File: config.mk
export PLATFORM = sky130hd
export DESIGN_NAME = ata_cordic
export DESIGN_NICKNAME = d
export VERILOG_FILES = /design/src/rtl/accel_tilt_angle_defines.svh /design/src/rtl/ata_pkg.sv /design/src/rtl/ata_cordic.sv
export SDC_FILE = /design/constraint.sdc
export NUM_CORES = 2
export LEC_CHECK = 0
export BUFFER_PORTS_ARGS = -buffer_cell sky130_fd_sc_hd__buf_2
export CORE_MARGIN = 1
export CORE_UTILIZATION = 50
export DETAILED_ROUTE_END_ITERATION = 8
export PLACE_DENSITY = 0.68
export SYNTH_ARGS = -nofsm -noshare
export SYNTH_HDL_FRONTEND = slang
export SYNTH_SLANG_ARGS = --single-unit
File: constraint.sdc
create_clock -name aclk -period 4.4 [get_ports aclk]
set_input_delay 0.88 -clock aclk [delete_from_list [all_inputs] [get_ports aclk]]
set_output_delay 0.88 -clock aclk [all_outputs]
set_load 0.02 [all_outputs]
File: src/rtl/accel_tilt_angle_defines.svh
// Assertion macros shared by the tilt angle RTL.
// Used by accel_tilt_angle.sv; needs nothing else.
`ifndef ACCEL_TILT_ANGLE_DEFINES_SVH
`define ACCEL_TILT_ANGLE_DEFINES_SVH

// Same-cycle implication, disabled while in reset.
`define ATA_ASSERT_NOW(label, clk, rstn, ante, cons) \
    label: assert property (@(posedge clk) disable iff (!rstn) (ante) |-> (cons)) \
        else $error("tilt angle check failed");

// Next-cycle implication, disabled while in reset.
`define ATA_ASSERT_NEXT(label, clk, rstn, ante, cons) \
    label: assert property (@(posedge clk) disable iff (!rstn) (ante) |=> (cons)) \
        else $error("tilt angle check failed");

`endif

File: src/rtl/ata_pkg.sv
// Types, constants and the arctangent table for the tilt angle pipeline.
// No dependencies.
`default_nettype none

package ata_pkg;

    localparam int ROOT_STEPS  = 17;   // one stage per result bit of the square root
    localparam int ROOT_W      = 34;   // remainder / partial root width
    localparam int PRESCALE    = 16;
    localparam int CW          = 37;   // CORDIC vector width, covers gain growth
    localparam int ACC_W       = 25;   // angle accumulator, degrees Q16

    localparam logic signed [7:0] DEG_LIMIT = 8'sd90;
    localparam logic [8:0]        TRUNC_GUARD = 9'd128;

    // configuration register indexes
    localparam logic REG_MIN_ANGLE = 1'b0;
    localparam logic REG_MAX_ANGLE = 1'b1;

    typedef struct packed {
        logic              special;   // root is zero: angle decided by sign of x
        logic signed [7:0] deg;
    } side_t;

    // atan(2^-i) in degrees, Q16, rounded
    function automatic logic signed [ACC_W-1:0] atan_q16(input logic [4:0] idx);
        logic signed [ACC_W-1:0] v;
        case (idx)
            5'd0:    v = 25'sd2949120;
            5'd1:    v = 25'sd1740967;
            5'd2:    v = 25'sd919879;
            5'd3:    v = 25'sd466945;
            5'd4:    v = 25'sd234379;
            5'd5:    v = 25'sd117304;
            5'd6:    v = 25'sd58666;
            5'd7:    v = 25'sd29335;
            5'd8:    v = 25'sd14668;
            5'd9:    v = 25'sd7334;
            5'd10:   v = 25'sd3667;
            5'd11:   v = 25'sd1833;
            5'd12:   v = 25'sd917;
            5'd13:   v = 25'sd458;
            5'd14:   v = 25'sd229;
            5'd15:   v = 25'sd115;
            5'd16:   v = 25'sd57;
            5'd17:   v = 25'sd29;
            5'd18:   v = 25'sd14;
            5'd19:   v = 25'sd7;
            5'd20:   v = 25'sd4;
            5'd21:   v = 25'sd2;
            5'd22:   v = 25'sd1;
            default: v = '0;
        endcase
        return v;
    endfunction

endpackage

`default_nettype wire

File: src/rtl/ata_cordic.sv
// Pipelined vectoring CORDIC, one rotation per stage, angle in degrees Q16.
// Depends on ata_pkg for widths, side_t and the arctangent table.
`default_nettype none

module ata_cordic
    import ata_pkg::*;
#(
    parameter int STEPS = 16
) (
    input  wire logic                    aclk,
    input  wire logic                    aresetn,
    input  wire logic                    en,
    input  wire logic                    in_valid,
    input  wire logic [16:0]             in_root,
    input  wire logic signed [15:0]      in_x,
    input  wire side_t                   in_side,
    output logic                         out_valid,
    output logic signed [ACC_W-1:0]      out_acc,
    output side_t                        out_side
);

    logic signed [CW-1:0]    cx_reg   [0:STEPS];
    logic signed [CW-1:0]    cy_reg   [0:STEPS];
    logic signed [ACC_W-1:0] acc_reg  [0:STEPS];
    side_t                   side_reg [0:STEPS];
    logic                    vld_reg  [0:STEPS];

    always_ff @(posedge aclk) begin
        if (!aresetn) begin
            vld_reg[0] <= 1'b0;
        end else if (en) begin
            vld_reg[0] <= in_valid;
        end
    end

    // scale both operands up by the prescale
    always_ff @(posedge aclk) begin
        if (en) begin
            cx_reg[0]   <= CW'({in_root, {PRESCALE{1'b0}}});
            cy_reg[0]   <= {{(CW-16-PRESCALE){in_x[15]}}, in_x, {PRESCALE{1'b0}}};
            acc_reg[0]  <= '0;
            side_reg[0] <= in_side;
        end
    end

    for (genvar i = 0; i < STEPS; i++) begin : g_rot
        localparam logic [4:0] IDX = 5'(i);
        logic signed [CW-1:0]    dx;
        logic signed [CW-1:0]    dy;
        logic signed [ACC_W-1:0] ang;
        logic signed [CW-1:0]    cx_next;
        logic signed [CW-1:0]    cy_next;
        logic signed [ACC_W-1:0] acc_next;

        always_comb begin
            dx  = cy_reg[i] >>> i;
            dy  = cx_reg[i] >>> i;
            ang = atan_q16(IDX);
            if (!cy_reg[i][CW-1]) begin
                cx_next  = cx_reg[i] + dx;
                cy_next  = cy_reg[i] - dy;
                acc_next = acc_reg[i] + ang;
            end else begin
                cx_next  = cx_reg[i] - dx;
                cy_next  = cy_reg[i] + dy;
                acc_next = acc_reg[i] - ang;
            end
        end

        always_ff @(posedge aclk) begin
            if (!aresetn) begin
                vld_reg[i+1] <= 1'b0;
            end else if (en) begin
                vld_reg[i+1] <= vld_reg[i];
            end
        end

        always_ff @(posedge aclk) begin
            if (en) begin
                cx_reg[i+1]   <= cx_next;
                cy_reg[i+1]   <= cy_next;
                acc_reg[i+1]  <= acc_next;
                side_reg[i+1] <= side_reg[i];
            end
        end
    end

    assign out_valid = vld_reg[STEPS];
    assign out_acc   = acc_reg[STEPS];
    assign out_side  = side_reg[STEPS];

endmodule

`default_nettype wire

==> flow_metrics.tcl <==
set metrics [dict create \
    synth_warnings 0 \
    worstSkewPairLatency_ns 0.84 \
    area_delta_synth_final_pct 21.1 \
    drc_errors 0 \
    relSlewSlack 0.306 \
    final_layout_size_suffix_gt1_frac 0.187 \
    place.gp.congestion 0.959 \
    synthMostInstantiatedCell "edfxtp_1" \
    r2r-start "cx_reg[0][269]" \
    yosysSeqAreaShare 0.378 \
    place_hpwl_um 254000 \
    core_um2 228000 \
    antenna_found_initial 8 \
    synth_common_cells "edfxtp_1, ha_1, a21oi_1" \
    finClkSkew_ns 0.0449 \
    cts_tree "yes" \
    row_count 175 \
    violations "setup timing" \
    dieArea_um2 231000 \
    rr_endpoint "cy_reg[0][330]" \
    postLayoutSetupSlackWorst_ns -0.0649 \
    rsz0062_at_grt "true" \
    vias 95000 \
    grt_pass1_wl_um 497000 \
    wl_um 321000 \
    clock-root-buffer "clkbuf_16" \
    hold_depth 1 \
    netlist_area_um2 115000 \
    hp-class "primary input to flop" \
    cts_sinks 1446 \
    stdcell_count 16500 \
    io_pins 81 \
    r2r_slack_ns -0.06 \
    yosys_register_bits 1446 \
    clk_pin_slew_ns 0.06 \
    drt_iter0_markers 6752 \
    placedCellCount 16000 \
    io_buffers 79 \
    hold_violations 0 \
    grt_use_total 0.268 \
    whs_endpoint "cy_reg[0][25]" \
    outcome "finished, violations left" \
    maxCapViolations 0 \
    final_antenna_net_count 0 \
    syn_avg_cell_area_um2 9.73 \
    async_flop_share 0 \
    cts_buffers 170 \
    whs_ns 0.225 \
    period_needed_ns 4.46 \
    grt_pass1_vias 92200 \
    required_ns 4.95 \
    finalSetupViolations 4 \
    worstMarginPinSlew_ns 1.04 \
    synth_edf_count 1445 \
    synth.distinct_cells 97 \
    netlist.top_cell.by_area "edfxtp_1" \
    grt_max_degree 112 \
    h-tree-depth 4 \
    die_h_um 481 \
    syn_inst 11800 \
    path_max_fanout 4 \
    routed_via_density 5.76 \
    cts_buffer_depth 3 \
    min-delay-start "in_x[9]" \
    yosysTopAreaCellShare 0.378 \
    wire_per_inst_um 19.5 \
    startpoint_type "flop" \
    critPathArrivalTime_ns 5.02 \
    r2r_cells 22 \
    dpl_cell_area_um2 129000 \
    ctsHoldBuffers 0 \
    endpoint_kind "flop" \
    firstDrtPassIters 6 \
    period_share 1.01 \
    max_freq_mhz 224 \
    yosys_most_used_dff "edfxtp_1" \
    grt-ovfl-total 0 \
    start_util 0.504 \
    largest_reg_flops 474 \
    path_class "flop to flop" \
    die_w_um 481 \
    finalNetCount 14700 \
    slew_violations 0 \
    synth_area_leaders "edfxtp_1, ha_1, xnor2_1" \
    postLayoutCellArea_um2 139000 \
]
metal layers:
layer / wire [um] / vias up / GRT usage
met5: 0 / - / 0
met4: 13800 / 0 / 0.107
met3: 15100 / 575 / 0.0315
met2: 151000 / 2235 / 0.451
met1: 141000 / 45500 / 0.350
li1: - / 46700 / -
cell type report:
cell class	instances	area (um2)
inverter	484	1820
multi-input combinational	9660	72300
fill	18900	88800
tap	3009	3760
timing repair buffer	1570	12000
sequential	1446	43400
antenna	5	12.5
clock buffer	203	4420
clock inverter	111	1250
worst max-delay path, cell delays in order (launching register included):
cell      delay [ns]
edfxtp_1        0.40
nor4_2          0.27
buf_4           0.17
nand2_4         0.07
nor4_4          0.22
buf_4           0.16
nand3b_1        0.21
nor3_2          0.26
buf_4           0.15
buf_6           0.10
nand2_4         0.05
nor2_2          0.11
nor2_1          0.06
xor2_1          0.15
ha_1            0.34
and2_4          0.15
a221o_1         0.35
a21oi_1         0.15
o21a_1          0.22
o21ai_2         0.10
a211o_1         0.28
a21oi_2         0.13
xnor2_1         0.09
cell usage in the layout (no fill, tap or decap), types with 172 or more instances in the layout:
cell type,count
a21o_1,485
a21oi_1,1090
buf_4,1440
edfxtp_1,1445
ha_1,1242
inv_1,475
nand2_1,553
nand3_1,172
nor2_1,1107
nor3_1,285
o21a_1,181
o21ai_0,447
xnor2_1,1085
xor2_1,589
worst max-delay path by stage:
stage / start / depth (start not counted) / to
after floorplan: cx_reg[0][194] / 16 / cy_reg[0][258]
after global placement: cx_reg[0][460] / 20 / cy_reg[0][516]
after detailed placement: cx_reg[0][460] / 20 / cy_reg[0][516]
after CTS: cx_reg[0][460] / 19 / cy_reg[0][516]
after global routing: cx_reg[0][269] / 21 / cy_reg[0][330]
final: cx_reg[0][269] / 22 / cy_reg[0][330]
what timing repair did:
action                     CTS  global route
setup buffers               26           114
setup endpoints to repair   87           212
hold endpoints to repair     0             0
resized for setup          127           675
pin swaps                   51           402
logic make-up after synthesis:
family          synth area share
xor+xnor                   0.129
compound gates             0.180
mux                      0.00501
other cells            0.0000327
buf+inv                   0.0225
simple gates               0.141
flops                      0.378
fa+ha+maj                  0.144
metrics by stage:
| step | TNS [ns] | util | worst slack (ns) |
|---|---|---|---|
| 3_5_place_dp | -6.85 | 0.565 | -0.479 |
| 6_report | -0.151 | 0.610 | -0.0649 |
| 4_1_cts | -0.125 | 0.594 | -0.0871 |
| 2_1_floorplan | -0.0724 | - | -0.0724 |
| 3_3_place_gp | -5.86 | 0.565 | -0.541 |
| 5_1_grt | -5.52 | 0.610 | -0.290 |
Power is not shown: default switching activity piles up to over one toggle a cycle in this logic, so the estimate is an artifact.
