## src/rtl/accel_tilt_angle_defines.svh

```systemverilog
// Assertion macros shared by the tilt angle RTL.
// Used by accel_tilt_angle.sv; needs nothing else.
`ifndef ACCEL_TILT_ANGLE_DEFINES_SVH
`define ACCEL_TILT_ANGLE_DEFINES_SVH

// Same-cycle implication, disabled while in reset.
`define ATA_ASSERT_NOW(label, clk, rstn, ante, cons) \
    label: assert property (@(posedge clk) disable iff (!rstn) (ante) |-> (cons)) \
        else $error("tilt angle check failed");

// Next-cycle implication, disabled while in reset.
`define ATA_ASSERT_NEXT(label, clk, rstn, ante, cons) \
    label: assert property (@(posedge clk) disable iff (!rstn) (ante) |=> (cons)) \
        else $error("tilt angle check failed");

`endif

```

## src/rtl/ata_pkg.sv

```systemverilog
// Types, constants and the arctangent table for the tilt angle pipeline.
// No dependencies.
`default_nettype none

package ata_pkg;

    localparam int ROOT_STEPS  = 17;   // one stage per result bit of the square root
    localparam int ROOT_W      = 34;   // remainder / partial root width
    localparam int PRESCALE    = 16;
    localparam int CW          = 37;   // CORDIC vector width, covers gain growth
    localparam int ACC_W       = 25;   // angle accumulator, degrees Q16

    localparam logic signed [7:0] DEG_LIMIT = 8'sd90;
    localparam logic [8:0]        TRUNC_GUARD = 9'd128;

    // configuration register indexes
    localparam logic REG_MIN_ANGLE = 1'b0;
    localparam logic REG_MAX_ANGLE = 1'b1;

    typedef struct packed {
        logic              special;   // root is zero: angle decided by sign of x
        logic signed [7:0] deg;
    } side_t;

    // atan(2^-i) in degrees, Q16, rounded
    function automatic logic signed [ACC_W-1:0] atan_q16(input logic [4:0] idx);
        logic signed [ACC_W-1:0] v;
        case (idx)
            5'd0:    v = 25'sd2949120;
            5'd1:    v = 25'sd1740967;
            5'd2:    v = 25'sd919879;
            5'd3:    v = 25'sd466945;
            5'd4:    v = 25'sd234379;
            5'd5:    v = 25'sd117304;
            5'd6:    v = 25'sd58666;
            5'd7:    v = 25'sd29335;
            5'd8:    v = 25'sd14668;
            5'd9:    v = 25'sd7334;
            5'd10:   v = 25'sd3667;
            5'd11:   v = 25'sd1833;
            5'd12:   v = 25'sd917;
            5'd13:   v = 25'sd458;
            5'd14:   v = 25'sd229;
            5'd15:   v = 25'sd115;
            5'd16:   v = 25'sd57;
            5'd17:   v = 25'sd29;
            5'd18:   v = 25'sd14;
            5'd19:   v = 25'sd7;
            5'd20:   v = 25'sd4;
            5'd21:   v = 25'sd2;
            5'd22:   v = 25'sd1;
            default: v = '0;
        endcase
        return v;
    endfunction

endpackage

`default_nettype wire

```

## src/rtl/ata_isqrt.sv

```systemverilog
// Pipelined integer square root of a 33-bit sum, one result bit per stage.
// Depends on ata_pkg. Carries the X sample alongside.
`default_nettype none

module ata_isqrt
    import ata_pkg::*;
(
    input  wire logic               aclk,
    input  wire logic               aresetn,
    input  wire logic               en,
    input  wire logic               in_valid,
    input  wire logic [32:0]        in_sum,
    input  wire logic signed [15:0] in_x,
    output logic                    out_valid,
    output logic [16:0]             out_root,
    output logic signed [15:0]      out_x
);

    logic [ROOT_W-1:0]   rem_reg [0:ROOT_STEPS];
    logic [ROOT_W-1:0]   res_reg [0:ROOT_STEPS];
    logic signed [15:0]  x_reg   [0:ROOT_STEPS];
    logic                vld_reg [0:ROOT_STEPS];

    always_ff @(posedge aclk) begin
        if (!aresetn) begin
            vld_reg[0] <= 1'b0;
        end else if (en) begin
            vld_reg[0] <= in_valid;
        end
    end

    always_ff @(posedge aclk) begin
        if (en) begin
            rem_reg[0] <= {1'b0, in_sum};
            res_reg[0] <= '0;
            x_reg[0]   <= in_x;
        end
    end

    for (genvar k = 0; k < ROOT_STEPS; k++) begin : g_step
        localparam logic [ROOT_W-1:0] BIT = ROOT_W'(1) << (2 * (ROOT_STEPS - 1 - k));
        logic [ROOT_W-1:0] trial;
        logic [ROOT_W-1:0] rem_next;
        logic [ROOT_W-1:0] res_next;

        always_comb begin
            trial = res_reg[k] + BIT;
            if (rem_reg[k] >= trial) begin
                rem_next = rem_reg[k] - trial;
                res_next = (res_reg[k] >> 1) + BIT;
            end else begin
                rem_next = rem_reg[k];
                res_next = res_reg[k] >> 1;
            end
        end

        always_ff @(posedge aclk) begin
            if (!aresetn) begin
                vld_reg[k+1] <= 1'b0;
            end else if (en) begin
                vld_reg[k+1] <= vld_reg[k];
            end
        end

        always_ff @(posedge aclk) begin
            if (en) begin
                rem_reg[k+1] <= rem_next;
                res_reg[k+1] <= res_next;
                x_reg[k+1]   <= x_reg[k];
            end
        end
    end

    assign out_valid = vld_reg[ROOT_STEPS];
    assign out_root  = res_reg[ROOT_STEPS][16:0];
    assign out_x     = x_reg[ROOT_STEPS];

endmodule

`default_nettype wire

```

## config.mk

```make
export PLATFORM = sky130hd
export DESIGN_NAME = ata_isqrt
export DESIGN_NICKNAME = d
export VERILOG_FILES = /design/src/rtl/accel_tilt_angle_defines.svh /design/src/rtl/ata_pkg.sv /design/src/rtl/ata_isqrt.sv
export SDC_FILE = /design/constraint.sdc
export NUM_CORES = 1
export LEC_CHECK = 0
export BUFFER_PORTS_ARGS = -buffer_cell sky130_fd_sc_hd__buf_2
export CORE_MARGIN = 2
export CORE_UTILIZATION = 60
export DETAILED_ROUTE_END_ITERATION = 7
export GPL_ROUTABILITY_DRIVEN = 0
export GPL_TIMING_DRIVEN = 0
export PLACE_DENSITY = 0.77
export SLEW_MARGIN = 10
export SYNTH_ARGS = -nofsm -noshare
export SYNTH_HDL_FRONTEND = slang
export SYNTH_SLANG_ARGS = --single-unit
```

## constraint.sdc

```tcl
create_clock -name aclk -period 4.7 [get_ports aclk]
set_input_delay 0.47 -clock aclk [delete_from_list [all_inputs] [get_ports aclk]]
set_output_delay 0.47 -clock aclk [all_outputs]
set_load 0.02 [all_outputs]
```

==> results.sh, run 1 <==
export IMPL_area_growth_pct=12.9
export IMPL_post_cts_resize_count=0
export IMPL_cts_max_level=3
export IMPL_grt_overflow_total=0
export IMPL_largest_reg_flops=577
export IMPL_finalNetCount=3313
export IMPL_relSlewSlack_pct=-1.41
export IMPL_avgSynthCellArea_um2=15.1
export IMPL_end_kind="flop"
export IMPL_remaining_drc_errors=0
export IMPL_min_period_ps=4370
export IMPL_hpwl_um=48700
export IMPL_finalCritPeriodShare_pct=93.1
export IMPL_synth_simple_area_share_pct=8.79
export IMPL_async_reset_ff_share_pct=0
export IMPL_port_buffers=86
export IMPL_drt_iter0_markers=1596
export IMPL_wirelength_um=73700
export IMPL_numClockSinks=1036
export IMPL_hold_ws_ps=33.4
export IMPL_cp_arrival_ps=4770
export IMPL_initial_core_util_pct=60.3
export IMPL_synth_xor_area_share_pct=4.57
export IMPL_die_area_um2=73700
export IMPL_firstDrtPassIters=5
export IMPL_setup_viol=0
export IMPL_cellLeakagePower_nw=18.0
export IMPL_grt_pass1_wl_um=118000
export IMPL_hold_viol_final=0
export IMPL_path_max_fanout=10
export IMPL_place_area_um2=44800
export IMPL_startpoint_type="flop"
export IMPL_p_total_mw=22.4
export IMPL_via_per_inst=5.68
export IMPL_wl_per_cell_um=17.9
export IMPL_cp_required_ps=5090
export IMPL_vias=23453
export IMPL_synth_top_family_by_area="simple AND/OR/NAND/NOR gates"
export IMPL_final_common_cell="edfxtp_1"
export IMPL_grtUsageTotal_pct=20.1
export IMPL_power_frac_clock_pct=34.7
export IMPL_num_rows=98
export IMPL_power_switching_mw=5.44
export IMPL_cts_root_buf="clkbuf_16"
export IMPL_antenna_diode_count=0
export IMPL_syn_instance_count=2849
export IMPL_fin_skew_ps=30.5
export IMPL_setup_tns_ps=0
export IMPL_yosysWarnings=0
export IMPL_swShare_pct=24.3
export IMPL_synth_ff_type="edfxtp_1"
export IMPL_synthMuxAreaShare_pct=0.974
export IMPL_seq_area_frac_synth_pct=72.5
export IMPL_antenna_found_initial=0
export IMPL_clk_pin_slew_ps=60
export IMPL_finalInstanceArea_um2=48400
export IMPL_p_int_mw=17.0
export IMPL_maxCapViolations=1
export IMPL_cts_tree="done"
export IMPL_final_cells=4126
export IMPL_synth_area_um2=42900
export IMPL_status="finished with violations"
export IMPL_drive_gt1_share_pct=8.85
export IMPL_clock_latency_ps=660
export IMPL_final_cell_mix="edfxtp_1 (1035), inv_1 (186), nor2_1 (182), ha_1 (166), a21oi_1 (130)"
export IMPL_place_inst=3894
export IMPL_fp_dieH_um=271
export IMPL_design_core_area_um2=71100
export IMPL_rsz0062_at_grt="no"
export IMPL_power_frac_seq_pct=52.9
export IMPL_die_w_um=271
export IMPL_power_density_nw_per_um2=463
export IMPL_cts_made_buffers=100
export IMPL_ys_seq_elements=1036
export IMPL_ir_worst_vdd_mv=0.463
export IMPL_crit_type="reg2reg"
export IMPL_first_global_vias=24629
export IMPL_synth_edff_count=1035
export IMPL_grt_max_degree=132
export IMPL_n_fill_cell=4528
export IMPL_synthDistinctLibCells=76
export IMPL_post_synth_fa_ha_maj_area_fraction_pct=4.84
export IMPL_post_cts_buffers=0
export IMPL_io_pins=87
export IMPL_fmax_ghz=0.229
export IMPL_combPwrFrac_pct=12.4
export IMPL_violations="max-capacitance violations, max-slew violations"
export IMPL_ant_nets=0
export IMPL_worst_pin_slew_ps=1510
export IMPL_slew_violations=6
export IMPL_hold_buffers=48
export IMPL_synth_compound_area_share_pct=6.32
export IMPL_clockBufferDepth=3
export IMPL_hold_class="in2reg"
[power groups by stage]
stage	Clock, mW	Sequential, mW	Combinational (mW)
after floorplan	0	11.9	1.96
after global placement	0	12.2	2.54
after detailed placement	0	12.0	2.70
after CTS	7.90	11.8	2.75
after global routing	8.25	11.9	3.08
final	7.78	11.8	2.79
[metal layers]
| metal | track usage (%) | wire (um) | up-vias |
|---|---|---|---|
| met2 | 40.3 | 41800 | 655 |
| li1 | - | - | 11285 |
| met1 | 19.4 | 25700 | 11272 |
| met4 | 10.7 | 3600 | 0 |
| met3 | 2.87 | 2570 | 241 |
| met5 | 0 | 0 | - |
[worst paths after layout]
kind	slack, ps	cells past startpoint	from	end
setup reg to reg	330	9	rem_reg[13][26]	rem_reg[14][28]
setup / recovery	330	9	rem_reg[13][26]	rem_reg[14][28]
hold / removal	30	1	in_x[1]	x_reg[0][1]
hold reg to reg	410	0	x_reg[7][7]	x_reg[8][7]
[cells in the mapped netlist, types with 4 or more instances]
cell type | instances | area, um^2
a31oi_1 | 10 | 62.6
o41ai_1 | 5 | 43.8
o21ai_0 | 100 | 500
a21o_1 | 40 | 300
o21bai_1 | 8 | 60.1
xnor2_1 | 114 | 998
nor3_1 | 87 | 435
nand2_1 | 126 | 473
mux2i_1 | 5 | 50.1
and2_1 | 11 | 68.8
nand3b_1 | 7 | 52.6
nor2b_1 | 31 | 194
a2111oi_0 | 10 | 87.6
and3_1 | 26 | 163
o211ai_1 | 10 | 75.1
or2_2 | 10 | 62.6
o31a_1 | 6 | 52.6
a21oi_1 | 130 | 651
o311ai_0 | 4 | 35.0
a211oi_1 | 16 | 120
edfxtp_1 | 1035 | 31100
clkbuf_1 | 32 | 120
o2111ai_1 | 4 | 35.0
or4_1 | 13 | 97.6
buf_2 | 4 | 20.0
inv_1 | 186 | 698
nand4_1 | 34 | 213
nand3_1 | 36 | 180
or3_1 | 26 | 163
nor4_1 | 73 | 457
o21a_1 | 36 | 270
ha_1 | 166 | 2080
nor4b_1 | 10 | 87.6
nor3b_1 | 4 | 30.0
o31ai_1 | 14 | 105
nor2_1 | 182 | 683
nand2b_1 | 36 | 225
xor2_1 | 110 | 963
mux2_2 | 30 | 338
[through the flow]
stage               utilization [%]  setup WS, ps
floorplan                         -          1380
global placement               62.6        -11930
detailed placement             62.9           575
CTS                            68.1           579
global route                   68.1           475
finish                         68.1           325
[kinds of logic (layout without fill, tap and decap cells)]
kind of cell | count (synthesis) | in the layout
AO/OA/AOI/OAI | 429 | 429
XOR/XNOR | 224 | 224
adder cells (fa/ha/maj) | 166 | 166
buffers and inverters | 225 | 551
flip-flops | 1036 | 1036
multiplexers | 37 | 37
other | 1 | 2
AND/OR/NAND/NOR | 731 | 731
[critical path, cell delays in order, from the launching register on]
cell and delay, ps:
edfxtp_1 440, nor4_1 1250, nand4_1 530, o211ai_1 390, a2111oi_0 110, nor2_1 240, clkbuf_1 500, nand2_1 230
a211oi_1 340, xor2_1 110
[area by class of cell]
type                    instances  area, um^2  share of cell area [%]
clock buffers                 127        2630                    5.42
flip-flops and latches       1036       31100                    64.2
repair buffers                142        1140                    2.36
inverters                     186         698                    1.44
plain buffers                  39         170                   0.351
multi-input cells            1589       11000                    22.6
well taps                     950        1190                    2.45
clock inverters                57         566                    1.17
Power figures use the tool's default switching activity.
==> inputs of run 2 (changes only) <==
==> constraint.sdc (replaced) <==
create_clock -name aclk -period 5.6 [get_ports aclk]
set_input_delay 0.56 -clock aclk [delete_from_list [all_inputs] [get_ports aclk]]
set_output_delay 0.56 -clock aclk [all_outputs]
set_load 0.02 [all_outputs]
==> results.sh, run 2 (synthesis gave the netlist of run 1 again) <==
export IMPL_hold_viol_final=0
export IMPL_rrSetupSlack_ps=1240
export IMPL_antenna_diode_count=0
export IMPL_hold_ws_ps=70.3
export IMPL_io_pins=87
export IMPL_hpwl_um=48700
export IMPL_final_cell_mix="edfxtp_1 (1035), inv_1 (186), nor2_1 (182), ha_1 (166), a21oi_1 (130)"
export IMPL_cts_tree="done"
export IMPL_setup_viol=0
export IMPL_cp_arrival_ps=4750
export IMPL_cp_startpoint="rem_reg[13][26]"
export IMPL_port_buffers=86
export IMPL_fp_dieH_um=271
export IMPL_firstDrtPassIters=8
export IMPL_grtUsageTotal_pct=19.6
export IMPL_grt_max_degree=132
export IMPL_worst_pin_slew_ps=1500
export IMPL_slew_violations=1
export IMPL_r2r_start="rem_reg[13][26]"
export IMPL_drive_gt1_share_pct=8.98
export IMPL_final_common_cell="edfxtp_1"
export IMPL_vias=23206
export IMPL_grt_pass1_wl_um=116000
export IMPL_gr_max_usage_layer="met2"
export IMPL_maxCapViolations=1
export IMPL_first_global_vias=24288
export IMPL_die_w_um=271
export IMPL_startpoint_type="flop"
export IMPL_numClockSinks=1036
export IMPL_setup_tns_ps=0
export IMPL_num_rows=98
export IMPL_cts_root_buf="clkbuf_16"
export IMPL_rsz0062_at_grt="no"
export IMPL_hold_buffers=0
export IMPL_antenna_found_initial=0
export IMPL_ant_nets=0
export IMPL_cts_max_level=3
export IMPL_timing_rr_end="rem_reg[14][28]"
export IMPL_largest_reg_flops=577
export IMPL_cts_made_buffers=100
export IMPL_cellLeakagePower_nw=17.8
export IMPL_post_cts_resize_count=0
export IMPL_cp_required_ps=5990
export IMPL_min_period_ps=4360
export IMPL_area_growth_pct=11.8
export IMPL_wirelength_um=72100
export IMPL_grt_overflow_total=0
export IMPL_finalCritPeriodShare_pct=77.9
export IMPL_crit_type="reg2reg"
export IMPL_wl_per_cell_um=17.7
export IMPL_clk_pin_slew_ps=60
export IMPL_path_max_fanout=10
export IMPL_worst_r2r_path_depth=9
export IMPL_ir_worst_vdd_mv=0.381
export IMPL_crit_end="rem_reg[14][28]"
export IMPL_clock_latency_ps=660
export IMPL_power_density_nw_per_um2=391
export IMPL_initial_core_util_pct=60.3
export IMPL_met3_usage_pct=2.85
export IMPL_design_core_area_um2=71100
export IMPL_violations="max-capacitance violations, max-slew violations"
export IMPL_fin_skew_ps=30.0
export IMPL_relSlewSlack_pct=-0.898
export IMPL_post_cts_buffers=0
export IMPL_fmax_ghz=0.229
export IMPL_met2_usage_pct=39.2
export IMPL_status="finished with violations"
export IMPL_die_area_um2=73700
export IMPL_finalNetCount=3265
export IMPL_drt_iter0_markers=1664
export IMPL_hold_class="in2reg"
export IMPL_grt_met1_usage_pct=19.1
export IMPL_remaining_drc_errors=0
export IMPL_via_per_inst=5.69
export IMPL_end_kind="flop"
export IMPL_clockBufferDepth=3
[run 2: cell count changes in the layout (fill, tap and decap cells not counted)]
cell / delta
dlygate4sd3_1: -48
[run 2: cell type report]
| class | instances | area, um^2 |
|---|---|---|
| Sequential cell | 1036 | 31100 |
| Fill cell | 4593 | 23200 |
| Multi-Input combinational cell | 1589 | 11000 |
| Clock buffer | 127 | 2630 |
| Tap cell | 950 | 1190 |
| Inverter | 186 | 698 |
| Timing Repair Buffer | 94 | 661 |
| Clock inverter | 57 | 566 |
| Buffer | 39 | 170 |
[run 2: how the worst min path moves through the flow]
| stage | start | to | slack (ps) | cells after the start |
|---|---|---|---|---|
| floorplan | rem_reg[0][0] | rem_reg[1][0] | 400 | 0 |
| finish | in_sum[5] | rem_reg[0][5] | 70 | 1 |
| detailed placement | rem_reg[0][8] | rem_reg[1][8] | 400 | 0 |
| global route | in_sum[30] | rem_reg[0][30] | 40 | 1 |
| CTS | in_sum[30] | rem_reg[0][30] | 30 | 1 |
| global placement | x_reg[6][1] | x_reg[7][1] | 400 | 0 |
[run 2: through the flow]
stage               instances  power (mW)  utilization (%)  worst slack [ps]  instance area, um^2
floorplan                2850        11.6                -              2280                42900
global placement         3886        12.4             62.6            -11120                44500
detailed placement       3894        12.3             62.9              1480                44800
CTS                      4078        18.8             67.4              1480                48000
global route             4078        19.5             67.4              1380                48000
finish                   4078        18.8             67.4              1240                48000
[run 2: per-layer routing]
| layer | vias to the layer above | wire length [um] | part of all wire, % |
|---|---|---|---|
| met5 | - | 0 | 0 |
| met4 | 0 | 3630 | 5.0 |
| met3 | 246 | 2540 | 3.5 |
| met2 | 676 | 40700 | 56 |
| met1 | 11096 | 25200 | 35 |
| li1 | 11188 | - | - |
[run 2: report_power, final]
| part | leakage, nW | internal, mW | total (mW) | switching [mW] |
|---|---|---|---|---|
| clock | 1.54 | 3.74 | 6.50 | 2.76 |
| sequential | 10.0 | 9.50 | 9.94 | 0.442 |
| combinational | 6.22 | 0.975 | 2.31 | 1.33 |
| total | 17.8 | 14.2 | 18.8 | 4.53 |
[run 2: worst max-delay path: stages (launching register included)]
cell and delay [ps]:
edfxtp_1 450, nor4_1 1250, nand4_1 520, o211ai_1 390, a2111oi_0 110, nor2_1 240
clkbuf_1 490, nand2_1 230, a211oi_1 340, xor2_1 110
==> inputs of run 3 (changes only) <==
--- a/config.mk
+++ b/config.mk
@@ -5,13 +5,14 @@
 export SDC_FILE = /design/constraint.sdc
 export NUM_CORES = 1
 export LEC_CHECK = 0
+export ABC_AREA = 1
 export BUFFER_PORTS_ARGS = -buffer_cell sky130_fd_sc_hd__buf_2
 export CORE_MARGIN = 2
-export CORE_UTILIZATION = 60
+export CORE_UTILIZATION = 57
 export DETAILED_ROUTE_END_ITERATION = 7
 export GPL_ROUTABILITY_DRIVEN = 0
 export GPL_TIMING_DRIVEN = 0
-export PLACE_DENSITY = 0.77
+export PLACE_DENSITY = 0.76
 export SLEW_MARGIN = 10
 export SYNTH_ARGS = -nofsm -noshare
 export SYNTH_HDL_FRONTEND = slang
==> constraint.sdc (replaced) <==
create_clock -name aclk -period 3.8 [get_ports aclk]
set_input_delay 0.38 -clock aclk [delete_from_list [all_inputs] [get_ports aclk]]
set_output_delay 0.38 -clock aclk [all_outputs]
set_load 0.02 [all_outputs]
==> results.sh, run 3 <==
export IMPL_hpwl_um=69000
export IMPL_finalCritPeriodShare_pct=70.8
export IMPL_cp_required_ps=4200
export IMPL_clockBufferDepth=3
export IMPL_drive_gt1_share_pct=8.87
export IMPL_cts_made_buffers=102
export IMPL_ys_seq_elements=1036
export IMPL_power_density_nw_per_um2=543
export IMPL_drt_iter0_markers=2836
export IMPL_io_pins=87
export IMPL_grt_overflow_total=0
export IMPL_syn_instance_count=4537
export IMPL_crit_type="reg2reg"
export IMPL_synth_commonest_cells="nand2_1 (1224), edfxtp_1 (1035), inv_1 (650), nor2_1 (410), nand3_1 (259)"
export IMPL_startpoint_type="flop"
export IMPL_finalNetCount=5004
export IMPL_rsz0062_at_grt="no"
export IMPL_end_kind="flop"
export IMPL_setup_tns_ps=0
export IMPL_synth_edff_count=1035
export IMPL_cts_tree="done"
export IMPL_avgSynthCellArea_um2=10.7
export IMPL_combPwrFrac_pct=16.3
export IMPL_power_switching_mw=8.21
export IMPL_synth_area_um2=48400
export IMPL_grt_max_degree=167
export IMPL_cts_root_buf="clkbuf_16"
export IMPL_power_frac_seq_pct=49.7
export IMPL_timing_rr_end="rem_reg[9][25]"
export IMPL_r2r_start="res_reg[8][24]"
export IMPL_wl_per_cell_um=16.3
export IMPL_cellLeakagePower_nw=22.6
export IMPL_rrSetupSlack_ps=1110
export IMPL_cp_arrival_ps=3090
export IMPL_hold_path_end="vld_reg[0]"
export IMPL_wirelength_um=97800
export IMPL_grt_pass1_wl_um=156000
export IMPL_numClockSinks=1036
export IMPL_via_per_inst=5.32
export IMPL_synthDistinctLibCells=49
export IMPL_final_common_cell="nand2_1"
export IMPL_final_cell_mix="nand2_1 (1224), edfxtp_1 (1035), inv_1 (650), nor2_1 (410), nand3_1 (259)"
export IMPL_antenna_found_initial=1
export IMPL_slew_violations=0
export IMPL_setup_viol=0
export IMPL_yosysWarnings=0
export IMPL_worst_r2r_path_depth=12
export IMPL_first_global_vias=31252
export IMPL_fp_dieH_um=295
export IMPL_yosysMostFrequentCell="nand2_1"
export IMPL_cts_max_level=3
export IMPL_firstDrtPassIters=6
export IMPL_status="finished, final reports clean"
export IMPL_relSlewSlack_pct=47.1
export IMPL_clk_pin_slew_ps=60
export IMPL_maxCapViolations=0
export IMPL_area_growth_pct=12.4
export IMPL_num_rows=106
export IMPL_fmax_ghz=0.372
export IMPL_n_fill_cell=6205
export IMPL_p_int_mw=21.3
export IMPL_synth_top_area_share_pct=64.2
export IMPL_ant_nets=0
export IMPL_ir_worst_vdd_mv=0.502
export IMPL_die_w_um=295
export IMPL_async_reset_ff_share_pct=0
export IMPL_largest_reg_flops=577
export IMPL_grtUsageTotal_pct=22.7
export IMPL_min_period_ps=2690
export IMPL_fin_util_pct=64.9
export IMPL_hold_viol_final=0
export IMPL_swShare_pct=27.8
export IMPL_initial_core_util_pct=57.8
export IMPL_design_core_area_um2=83800
export IMPL_hold_class="in2reg"
export IMPL_clock_latency_ps=690
export IMPL_hp_start="in_valid"
export IMPL_port_buffers=86
export IMPL_post_cts_resize_count=0
export IMPL_die_area_um2=87300
export IMPL_seq_area_frac_synth_pct=64.2
export IMPL_power_frac_clock_pct=34.0
export IMPL_synth_ff_type="edfxtp_1"
export IMPL_fin_skew_ps=48.9
export IMPL_yosys_area_top_type="edfxtp_1"
export IMPL_hold_depth=3
export IMPL_vias=31969
export IMPL_path_max_fanout=10
export IMPL_remaining_drc_errors=0
export IMPL_worst_pin_slew_ps=793
export IMPL_synth_area_top_cells="edfxtp_1 (64%), nand2_1 (9.5%), inv_1 (5.0%), ha_1 (4.3%), nor2_1 (3.2%)"
[run 3: cell count changes in the layout (fill, tap and decap cells not counted), moves of 34 or more]
cell	change
dlygate4sd3_1	+50
xnor2_1	-68
clkbuf_1	-45
nor3_1	-40
inv_1	+464
nor4_1	-42
a21o_1	-37
nor2_1	+228
a21oi_2	+46
nand2_1	+1098
nand3_1	+223
nand2b_1	-34
[run 3: what timing repair did]
action                     CTS  global route
setup buffers                0             0
setup endpoints to repair    0             0
hold buffers                50             0
hold endpoints to repair    50             0
[run 3: routing by layer]
metal,wire length [um],vias to the layer above,global-route usage (%)
li1,-,15766,-
met1,38200,14901,26.9
met2,50100,1023,41.3
met3,5380,279,3.26
met4,4090,0,9.53
met5,0,-,0
[run 3: layout make-up]
cell class                      instances  area, um^2  area share [%]
Antenna cell                            1        2.50         0.00460
Buffer                                 32         304           0.559
Clock buffer                          113        2590            4.77
Clock inverter                         77         826            1.52
Inverter                              662        2500            4.60
Multi-Input combinational cell       2808       14500            26.7
Sequential cell                      1036       31100            57.2
Tap cell                             1134        1420            2.61
Timing Repair Buffer                  143        1140            2.09
[run 3: metrics by stage]
stage / setup WS, ps / instances / total power, mW / hold WS, ps / area (um^2)
floorplan: 1850 / 4538 / 18.1 / 400 / 48400
global placement: -15720 / 5758 / 19.7 / 400 / 50300
detailed placement: 788 / 5765 / 19.6 / 405 / 50500
CTS: 1100 / 6005 / 29.7 / 34.0 / 54400
global route: 954 / 6006 / 30.9 / 63.8 / 54400
finish: 1110 / 6006 / 29.5 / 59.0 / 54400
[run 3: cell families after synthesis]
group	count (synthesis)	synth area share, %
AOI/OAI and AO/OA	348	4.31
adders and majority gates	166	4.29
xor gates and xnor gates	131	2.37
other	1	0.00774
and+or+nand+nor	2161	19.0
DFF	1036	64.2
buffers and inverters	694	5.79
[run 3: worst max-delay path: stages, from the launching register on]
cell      delay [ps]
edfxtp_1         400
inv_1             70
ha_1             340
nand2_1          120
nor2_1           350
nand4_1          130
nor2_1           340
nor2_1           130
nand2_4          180
inv_4             90
buf_6            160
nand2_1           60
nand2_1           60
[run 3: how the worst max path moves through the flow]
stage / depth (start not counted) / to / startpoint
floorplan: 14 / rem_reg[16][9] / rem_reg[15][4]
global placement: 4 / vld_reg[6] / en
detailed placement: 4 / x_reg[17][13] / en
CTS: 12 / rem_reg[9][25] / res_reg[8][24]
global route: 12 / rem_reg[9][25] / res_reg[8][24]
finish: 12 / rem_reg[9][25] / res_reg[8][24]
[run 3: power groups by stage]
stage | Clock, mW | Combinational [mW] | Sequential, mW
5_1_grt | 10.7 | 5.48 | 14.8
3_3_place_gp | 0 | 4.52 | 15.2
3_5_place_dp | 0 | 4.66 | 14.9
2_1_floorplan | 0 | 3.46 | 14.6
4_1_cts | 10.2 | 4.75 | 14.7
6_report | 10.0 | 4.82 | 14.7
